--- src/sv/blg_pkg.sv ---
`timescale 1ns / 1ps

package blg_pkg;

    // field widths fixed by the interface
    localparam int ADC_W   = 10;
    localparam int LEVEL_W = 3;
    localparam int AVG_W   = 10;
    localparam int THR_W   = 10;
    localparam int CFG_IDX_W = 2;

    // configuration register indexes
    localparam logic [CFG_IDX_W-1:0] CFG_FULL_THR = 2'd0;
    localparam logic [CFG_IDX_W-1:0] CFG_HIGH_THR = 2'd1;
    localparam logic [CFG_IDX_W-1:0] CFG_MID_THR  = 2'd2;

    // threshold values after reset
    localparam logic [THR_W-1:0] FULL_THR_RST = 10'd828;
    localparam logic [THR_W-1:0] HIGH_THR_RST = 10'd773;
    localparam logic [THR_W-1:0] MID_THR_RST  = 10'd718;

    // reported level codes
    localparam logic [LEVEL_W-1:0] LEVEL_CHARGING = 3'd0;
    localparam logic [LEVEL_W-1:0] LEVEL_ONE      = 3'd1;
    localparam logic [LEVEL_W-1:0] LEVEL_TWO      = 3'd2;
    localparam logic [LEVEL_W-1:0] LEVEL_THREE    = 3'd3;
    localparam logic [LEVEL_W-1:0] LEVEL_FOUR     = 3'd4;

endpackage

--- src/sv/battery_level_gauge.sv ---
`timescale 1ns / 1ps

// Channel   Handshake          Payload
// input     i_valid / o_stall  i_adc_sample, i_charger_present
// output    o_valid / i_stall  o_battery_level, o_charging, o_low_warning, o_average_value
// config    i_cfg_we           i_cfg_index, i_cfg_data
//
// One beat is accepted per cycle while o_stall is low. For each result,
// the window sum updates on accept, then mean, banding and warning are
// registered into the output stage. The first WINDOW beats give no result.
// Reset is synchronous; the sample ring itself is not cleared.
// A stalled output holds its beat; the middle stage still takes one more beat.
module battery_level_gauge
    import blg_pkg::*;
#(
    parameter int WINDOW      = 10,
    parameter int SAMPLE_BITS = 10
) (
    input  logic                 i_clk,
    input  logic                 i_rst_n,
    input  logic                 i_valid,
    output logic                 o_stall,
    input  logic [ADC_W-1:0]     i_adc_sample,
    input  logic                 i_charger_present,
    output logic                 o_valid,
    input  logic                 i_stall,
    output logic [LEVEL_W-1:0]   o_battery_level,
    output logic                 o_charging,
    output logic                 o_low_warning,
    output logic [AVG_W-1:0]     o_average_value,
    input  logic                 i_cfg_we,
    input  logic [CFG_IDX_W-1:0] i_cfg_index,
    input  logic [THR_W-1:0]     i_cfg_data
);

    localparam int LOG_W  = $clog2(WINDOW);
    localparam int SUM_W  = SAMPLE_BITS + LOG_W;
    localparam int SHIFT  = SUM_W + LOG_W;
    localparam int RCP_W  = SUM_W + 1;
    localparam int PROD_W = SUM_W + RCP_W;
    localparam int CMP_W  = (SAMPLE_BITS > THR_W) ? SAMPLE_BITS : THR_W;
    localparam longint unsigned RECIP = ((64'd1 << SHIFT) + WINDOW - 1) / WINDOW;

    // configuration
    logic [THR_W-1:0] r_full_thr;
    logic [THR_W-1:0] r_high_thr;
    logic [THR_W-1:0] r_mid_thr;

    always_ff @(posedge i_clk) begin
        if (!i_rst_n) begin
            r_full_thr <= FULL_THR_RST;
            r_high_thr <= HIGH_THR_RST;
            r_mid_thr  <= MID_THR_RST;
        end else if (i_cfg_we) begin
            unique case (i_cfg_index)
                CFG_FULL_THR: r_full_thr <= i_cfg_data;
                CFG_HIGH_THR: r_high_thr <= i_cfg_data;
                CFG_MID_THR:  r_mid_thr  <= i_cfg_data;
                default: ;
            endcase
        end
    end

    // handshake
    logic w_out_ready;
    logic w_mid_ready;
    logic w_accept;
    logic r_mid_valid;
    logic r_mid_charger;
    logic r_out_valid;

    assign w_out_ready = !r_out_valid || !i_stall;
    assign w_mid_ready = !r_mid_valid || w_out_ready;
    assign w_accept    = i_valid && w_mid_ready;
    assign o_stall     = !w_mid_ready;

    // sample window
    logic             w_primed;
    logic [SUM_W-1:0] w_sum;

    blg_window #(
        .WINDOW      (WINDOW),
        .SAMPLE_BITS (SAMPLE_BITS)
    ) u_window (
        .i_clk    (i_clk),
        .i_rst_n  (i_rst_n),
        .i_load   (w_accept),
        .i_sample (SAMPLE_BITS'(i_adc_sample)),
        .o_primed (w_primed),
        .o_sum    (w_sum)
    );

    // middle stage: sum lives in the window, it only moves on accept
    always_ff @(posedge i_clk) begin
        if (!i_rst_n) begin
            r_mid_valid <= 1'b0;
        end else if (w_mid_ready) begin
            r_mid_valid <= w_accept && w_primed;
        end
    end

    always_ff @(posedge i_clk) begin
        if (w_accept) begin
            r_mid_charger <= i_charger_present;
        end
    end

    // mean by reciprocal multiply, exact for every sum value
    logic [PROD_W-1:0]      w_prod;
    logic [SAMPLE_BITS-1:0] w_mean;
    logic [CMP_W-1:0]       w_mean_c;
    logic [LEVEL_W-1:0]     w_level;

    assign w_prod   = PROD_W'(w_sum) * PROD_W'(RCP_W'(RECIP));
    assign w_mean   = w_prod[SHIFT +: SAMPLE_BITS];
    assign w_mean_c = CMP_W'(w_mean);

    // banding, first true test wins
    always_comb begin
        if (w_mean_c > CMP_W'(r_full_thr)) begin
            w_level = LEVEL_FOUR;
        end else if (w_mean_c > CMP_W'(r_high_thr)) begin
            w_level = LEVEL_THREE;
        end else if (w_mean_c > CMP_W'(r_mid_thr)) begin
            w_level = LEVEL_TWO;
        end else begin
            w_level = LEVEL_ONE;
        end
    end

    // output stage
    logic               r_warned;
    logic               n_warn;
    logic [LEVEL_W-1:0] r_level;
    logic               r_charging;
    logic               r_warn;
    logic [AVG_W-1:0]   r_avg;

    assign n_warn = r_mid_valid && !r_mid_charger && (w_level == LEVEL_ONE) && !r_warned;

    always_ff @(posedge i_clk) begin
        if (!i_rst_n) begin
            r_out_valid <= 1'b0;
            r_warned    <= 1'b0;
        end else if (w_out_ready) begin
            r_out_valid <= r_mid_valid;
            if (n_warn) begin
                r_warned <= 1'b1;
            end
        end
    end

    always_ff @(posedge i_clk) begin
        if (w_out_ready && r_mid_valid) begin
            r_level    <= r_mid_charger ? LEVEL_CHARGING : w_level;
            r_charging <= r_mid_charger;
            r_warn     <= n_warn;
            r_avg      <= AVG_W'(w_mean);
        end
    end

    assign o_valid         = r_out_valid;
    assign o_battery_level = r_level;
    assign o_charging      = r_charging;
    assign o_low_warning   = r_warn;
    assign o_average_value = r_avg;

endmodule

--- src/sv/blg_window.sv ---
`timescale 1ns / 1ps

// Ring of the most recent samples with a running sum.
// o_sum holds the sum including the last loaded sample.
module blg_window #(
    parameter int WINDOW      = 10,
    parameter int SAMPLE_BITS = 10
) (
    input  logic                                       i_clk,
    input  logic                                       i_rst_n,
    input  logic                                       i_load,
    input  logic [SAMPLE_BITS-1:0]                     i_sample,
    output logic                                       o_primed,
    output logic [SAMPLE_BITS+$clog2(WINDOW)-1:0]      o_sum
);

    localparam int SLOT_W = $clog2(WINDOW);
    localparam int CNT_W  = $clog2(WINDOW + 1);
    localparam int SUM_W  = SAMPLE_BITS + $clog2(WINDOW);

    logic [SAMPLE_BITS-1:0] r_ring [WINDOW];
    logic [SLOT_W-1:0]      r_slot;
    logic [CNT_W-1:0]       r_count;
    logic [SUM_W-1:0]       r_sum;

    logic [SLOT_W-1:0]      n_slot;
    logic [SUM_W-1:0]       n_sum;
    logic                   w_primed;
    logic [SAMPLE_BITS-1:0] w_old;

    // entries are only read once every slot has been written
    assign w_primed = (r_count == CNT_W'(WINDOW));
    assign w_old    = w_primed ? r_ring[r_slot] : '0;
    assign n_sum    = r_sum - SUM_W'(w_old) + SUM_W'(i_sample);
    assign n_slot   = (r_slot == SLOT_W'(WINDOW - 1)) ? '0 : r_slot + 1'b1;

    // control state
    always_ff @(posedge i_clk) begin
        if (!i_rst_n) begin
            r_slot  <= '0;
            r_count <= '0;
            r_sum   <= '0;
        end else if (i_load) begin
            r_slot <= n_slot;
            r_sum  <= n_sum;
            if (!w_primed) begin
                r_count <= r_count + 1'b1;
            end
        end
    end

    // sample storage, no reset
    always_ff @(posedge i_clk) begin
        if (i_load) begin
            r_ring[r_slot] <= i_sample;
        end
    end

    assign o_primed = w_primed;
    assign o_sum    = r_sum;

endmodule
--- config.mk ---
export PLATFORM = sky130hd
export DESIGN_NAME = battery_level_gauge
export DESIGN_NICKNAME = d
export VERILOG_FILES = /design/src/sv/blg_pkg.sv /design/src/sv/battery_level_gauge.sv /design/src/sv/blg_window.sv
export SDC_FILE = /design/constraint.sdc
export NUM_CORES = 1
export LEC_CHECK = 0
export CAP_MARGIN = 20
export CORE_MARGIN = 8
export CORE_UTILIZATION = 59
export DETAILED_ROUTE_END_ITERATION = 12
export DONT_BUFFER_PORTS = 1
export PLACE_DENSITY_LB_ADDON = 0.25
export RECOVER_POWER = 25
export SETUP_SLACK_MARGIN = 0.05
export SLEW_MARGIN = 25
export SYNTH_ARGS = -nofsm -noshare
export SYNTH_HDL_FRONTEND = slang
export SYNTH_HIERARCHICAL = 1
export SYNTH_SLANG_ARGS = --single-unit
--- constraint.sdc ---
create_clock -name i_clk -period 6.3 [get_ports i_clk]
set_input_delay 1.26 -clock i_clk [delete_from_list [all_inputs] [get_ports i_clk]]
set_output_delay 1.26 -clock i_clk [all_outputs]
set_load 0.03 [all_outputs]
# Yosys cells after proc, flatten, opt, wreduce, memory -nomap -nowiden
# Memory sizes are Yosys's and may differ from the RTL's. A register that Yosys moved wholly into a read port is not among the register bits.
# Index checks and enable logic that the tools add are counted.
[totals] ramBits=100 n_memories=1 in_bits=28 reg_bits=71
[op_classes] reduce_logical=20 bitwise_logic=1 order_cmp=3 eq_ne=5 multipliers=1 muxes=9 addsub=4
[memory_table] memory="u_window.r_ring" depth=10 word_bits=10 read_ports=1 rd_clocked_by_memory_dff=1 wr=1 line_no="blg_window.sv:21" text="logic [SAMPLE_BITS-1:0] r_ring [WINDOW];"
[op_table] cell="$gt 10x10->1" count=3
[op_table] cell="$mul 14x15->28 const B" count=1
[op_table] cell="$add 14x10->14" count=1
[op_table] cell="$sub 14x10->14" count=1
[op_table] cell="$mux 4" count=3
[op_table] cell="$mux 10" count=1
[op_table] cell="$reduce_and 2->1" count=5
[op_table] cell="$add 4x1->4 const B" count=2
[op_table] cell="$eq 4x4->1 const B" count=2
[op_table] cell="$logic_and 1x1->1" count=6
[op_table] cell="$logic_not 1->1" count=6
[op_table] cell="$mux 2" count=2
[op_table] cell="$eq 3x1->1 const B" count=1
[op_table] cell="$mux 3" count=1
[op_table] cell="$eq 2x1->1 const B" count=1
[op_table] cell="$eq 2x2->1 const B" count=1
[op_table] cell="$logic_not 2->1" count=1
[op_table] cell="$logic_or 1x1->1" count=2
[op_table] cell="$mux 1" count=2
[op_table] cell="$not 1->1" count=1

# Logic depth before layout (Yosys ltp)
[depth] depth_word=9 ltp_mapped=26 depth_no_buf=26

# By module
# The synthesis kept the hierarchy.
[by_module_without_submodules] mod="battery_level_gauge" cells_per_inst=612 area_per_inst_um2=5854.4 instances=1
[by_module_without_submodules] mod="blg_window" cells_per_inst=421 area_per_inst_um2=5775.5 instances=1

# Worst setup path after synthesis
# Ideal clock, no wire load.
[synth_timing] path_kind="flip-flop to flip-flop" start="reg u_window.r_sum[12], in the netlist u_window/o_sum[12]" end="reg r_level[1], in the netlist o_battery_level[1], data pin" t_arrival_ps=6016 period_less_slack_ps=6271 setup_slack_ps=29 t_required_ps=6045 path_stages_with_launch=26 n_path_buf=0 path_cell_list="dfxtp_1 -> inv_1 -> ha_1 -> inv_1 -> fa_1 -> fa_1 -> inv_1 -> fa_1 -> inv_1 -> fa_1 -> inv_1 -> fa_1 -> inv_1 -> ha_1 -> a21o_1 -> a21oi_1 -> o21ba_2 -> a21oi_1 -> or2_1 -> a311o_1 -> ha_1 -> a21oi_1 -> o21ai_0 -> o21ai_0 -> o21ai_0 -> nor2b_1"
[synth_between] elab_chain_len=5 word_cells_on_any_way=7 cone_classes="1 x mul; 3 x order compare; 3 x mux"
[synth_lines] element="start, declared" line_no="blg_window.sv:24" text="logic [SUM_W-1:0] r_sum;"
[synth_lines] element="start signal, assigned" line_no="blg_window.sv:45" text="r_sum <= n_sum;"
[synth_lines] element="$mul 14x15->28 *" line_no="battery_level_gauge.sv:114" text="assign w_prod = PROD_W'(w_sum) * PROD_W'(RCP_W'(RECIP));"
[synth_lines] element="net w_prod[27]" line_no="battery_level_gauge.sv:109" text="logic [PROD_W-1:0] w_prod;"
[synth_lines] element="$gt 10x10->1" line_no="battery_level_gauge.sv:124" text="end else if (w_mean_c > CMP_W'(r_mid_thr)) begin"
[synth_lines] element="$mux 2" line_no="battery_level_gauge.sv:124"
[synth_lines] element="$mux 2" line_no="battery_level_gauge.sv:122" text="end else if (w_mean_c > CMP_W'(r_high_thr)) begin"
[synth_lines] element="$mux 3 *" line_no="battery_level_gauge.sv:120" text="if (w_mean_c > CMP_W'(r_full_thr)) begin"
[synth_lines] element="end signal, assigned" line_no="battery_level_gauge.sv:155" text="r_level <= r_mid_charger ? LEVEL_CHARGING : w_level;"
[synth_lines] element="end, declared" line_no="battery_level_gauge.sv:134" text="logic [LEVEL_W-1:0] r_level;"
# Mark *: on every way through the listed nets, which the timed path passes. The rest lies on a longest branch.
# A chain may end at the register's enable or synchronous reset.

# Final worst setup path
[layout_timing] start="reg u_window.r_sum[9], in the netlist u_window/o_sum[9]" end="reg r_warn, in the netlist o_low_warning, data pin"
[layout_between] elab_chain_len=8 word_cells_on_any_way=10 cone_classes="1 x mul; 3 x order compare; 1 x eq/ne; 3 x mux; 2 x reduce/logical"
[layout_lines] element="$mul 14x15->28 *" line_no="battery_level_gauge.sv:114"
[layout_lines] element="net w_prod[25]" line_no="battery_level_gauge.sv:109"
[layout_lines] element="$gt 10x10->1" line_no="battery_level_gauge.sv:124"
[layout_lines] element="$mux 2" line_no="battery_level_gauge.sv:124"
[layout_lines] element="$mux 2" line_no="battery_level_gauge.sv:122"
[layout_lines] element="$mux 3 *" line_no="battery_level_gauge.sv:120"
[layout_lines] element="$eq 3x1->1 *" line_no="battery_level_gauge.sv:139" text="assign n_warn = r_mid_valid && !r_mid_charger && (w_level == LEVEL_ONE) && !r_warned;"
[layout_lines] element="$logic_and 1x1->1 * (2 in series)" line_no="battery_level_gauge.sv:139"
[layout_lines] element="net n_warn" line_no="battery_level_gauge.sv:133" text="logic n_warn;"
[layout_lines] element="end signal, assigned" line_no="battery_level_gauge.sv:157" text="r_warn <= n_warn;"
[layout_lines] element="end, declared" line_no="battery_level_gauge.sv:136" text="logic r_warn;"
# Marked as above.

==> impl_metrics.yaml <==
clock_network:
  h-tree-depth: 4
  clock_sinks: 175
  cts_root_buf: "clkbuf_16"
  clkTransAtPathRegs_ps: 70
  clock_path_buffers: 2
  numCtsBuffers: 17
  cts_tree: "built"
  postCtsHoldBufs: 0
  clkLatencyLatePin_ps: 430
timing:
  max_clock_freq_mhz: 157
  finClkSkew_ps: 11.0
  hold_viol: 0
  maxSlewViolCount: 0
  setup_viol: 3
  fin_crit_sh_pct: 101
  rsz0062_at_grt: "yes"
  relSlewSlack_pct: 30.7
  fin_crit_ps: 6380
  worst_slack_ps: -76.7
  worstMarginPinSlew_ps: 1040
critical_path:
  cp_top_family: "adder cells"
  cp-end-kind: "flop"
  cp.required_ps: 6560
  cp_max_fo: 5
  crit_type: "flop to flop"
  cp-start-kind: "flop"
  cpMostUsedCell: "fa_1"
  arrival_ps: 6630
  path_cells: "ha_1 -> buf_4 -> fa_1 -> inv_1 -> fa_1 -> inv_1 -> fa_1 -> fa_1 -> ha_4 -> ha_4 -> a21oi_2 -> nand2_1 -> o311a_1 -> a211o_4 -> o311ai_4 -> o31a_1 -> ha_4 -> a21oi_2 -> nor2b_1 -> o21ai_1 -> o211ai_1 -> a21o_1 -> buf_4 -> nor4_4"
  critPathMaxStageDelay_ps: 570
  worst_path_max_delay_cell: "fa_1"
  crit_buf_inv: 4
logic_synthesis:
  synthArstFlopShare_pct: 0
  synth_nets: 1274
  synth_edf_count: 116
  avgSynthCellArea_sq_um: 11.3
  syn_inst: 1033
  ys_ff_latch: 175
  synth-main-ff-cell: "edfxtp_1"
  synth_area_sq_um: 11600
  synth_area_leaders: "edfxtp_1 (30%), ha_1 (15%), fa_1 (12%)"
  ys_types: 68
  ys_seq_area_share_pct: 40.1
  yosysWarnings: 6
  synth_top_area_share_pct: 30.0
  synth.most_common_cell: "inv_1"
  synth_commonest_cells: "inv_1 (184), ha_1 (143), edfxtp_1 (116)"
  synth_area_leader_cell: "edfxtp_1"
global_route:
  gr-total-overflow: 0
  grt_pass1_vias: 7958
  grt_use_total_pct: 20.9
  antenna_found_initial: 0
  grt_max_degree: 44
  grt_pass1_wl_um: 40200
cells_and_area:
  area_growth_pct: 16.3
  fin_nets: 1341
  drive_gt1_share_pct: 19.6
  fin_cells: 1378
  antenna_cells: 0
routing:
  antenna_left: 0
  vias_per_cell: 5.60
  wl_per_cell_um: 18.0
  drt-initial-drc-count: 464
  vias: 7715
  wl_um: 24800
  drc_errors: 0
  dr.pass1.iters: 5
place:
  dpl.hpwl_um: 18300
  routabilityCongestion: 0.845
  port_buffers: 0
  post-place-ws_ps: -327
  dpl.cell_count: 1338
run_status:
  violations: "setup timing"
  status: "finished with violations"
floorplanning:
  initial_utilization_pct: 60.0
  ioPinCount: 45
  dieHeight_um: 156
  die_x_um: 156
  rows: 51
  core_sq_um: 19400
  dieArea_sq_um: 24500
hold_path:
  hold_class: "flop to flop"
job:
  cap_violations: 0
==> final timing paths <==
check	start	end	slack, ps	cells after the start
worst max register to register	u_window/o_sum[9]	o_low_warning	-80	24
worst min register to register	r_high_thr[6]	r_high_thr[6]	460	2
worst min-delay path	r_high_thr[6]	r_high_thr[6]	460	2
worst max-delay path	u_window/o_sum[9]	o_low_warning	-80	24
==> stage by stage <==
stage                     cell area [sq um]  TNS, ps  hold WS, ps  utilization (%)
final                                 13500     -125          464             69.7
after global routing                  13500    -1040          487             69.7
after CTS                             13300    -84.4          459             68.3
after detailed placement              12400    -1350          444             63.8
after global placement                12400     -911          435             63.8
after floorplan                       11600        0          425                -
==> per-layer routing <==
layer	vias to the layer above	GRT usage [%]	wire [um]
li1	3727	-	-
met1	3786	28.0	11300
met2	183	34.4	12200
met3	19	3.97	1110
met4	0	5.40	218
met5	-	0	0
==> timing repair <==
action                                  CTS  global route
gates resized for setup                  44            43
setup buffers                             6             3
pin swaps                                46            41
endpoints found under the setup margin    5             5
==> cells in the final DEF (no fill, tap or decap), drive strengths merged, types with 6 or more instances in the layout <==
cell type and count:
nor2b 17, inv 193, a21boi 17, dfxtp 59, a21o 20, nand4 11, mux2i 14, clkbuf 18
nor2 34, xnor2 10, xor2 10, ha 143, nand2 78, fa 70, o211ai 20, nand3 20
and3 7, mux4 20, edfxtp 116, a21oi 41, nor3 7, buf 75, o21ai 20, a211oi 22
a31oi 6
==> state kept, by name (all words and copies together) (netlist names), 3 cells and up, named ones only <==
signal            count
u_window/r_ring     100
o_average_value      10
u_window/r_slot       4
u_window/o_sum       14
o_battery_level       3
r_full_thr           10
u_window/r_count      4
r_high_thr           10
r_mid_thr            10
==> cell type report <==
class / count / area [sq um]
flip-flops and latches: 175 / 4680
clock inverters: 14 / 146
repair buffers: 75 / 574
well taps: 265 / 332
fillers: 1410 / 5870
clock buffers: 18 / 429
inverters: 186 / 698
multi-input cells: 645 / 6670
==> logic make-up (layout without fill, tap and decap cells) <==
group	Yosys count	after routing	synth area share, %
xor gates and xnor gates	20	20	1.51
DFF	175	175	40.1
AOI/OAI and AO/OA	170	170	10.0
muxes	35	35	5.17
and+or+nand+nor	207	207	8.82
buffers and inverters	213	293	6.94
adders and majority gates	213	213	27.4
==> worst register-to-register path, cell delays in order (launching register included) <==
cell and delay (ps):
dfxtp_2 340, ha_1 310, buf_4 170, fa_1 570
inv_1 60, fa_1 500, inv_1 50, fa_1 450
fa_1 560, ha_4 220, ha_4 260, a21oi_2 150
nand2_1 80, o311a_1 360, a211o_4 370, o311ai_4 220
o31a_1 320, ha_4 260, a21oi_2 130, nor2b_1 50
o21ai_1 160, o211ai_1 130, a21o_1 220, buf_4 150
nor4_4 120
Power is left out: the tool's default activity adds up to more than one toggle a clock period on the data nets, which glitch-free logic cannot reach.
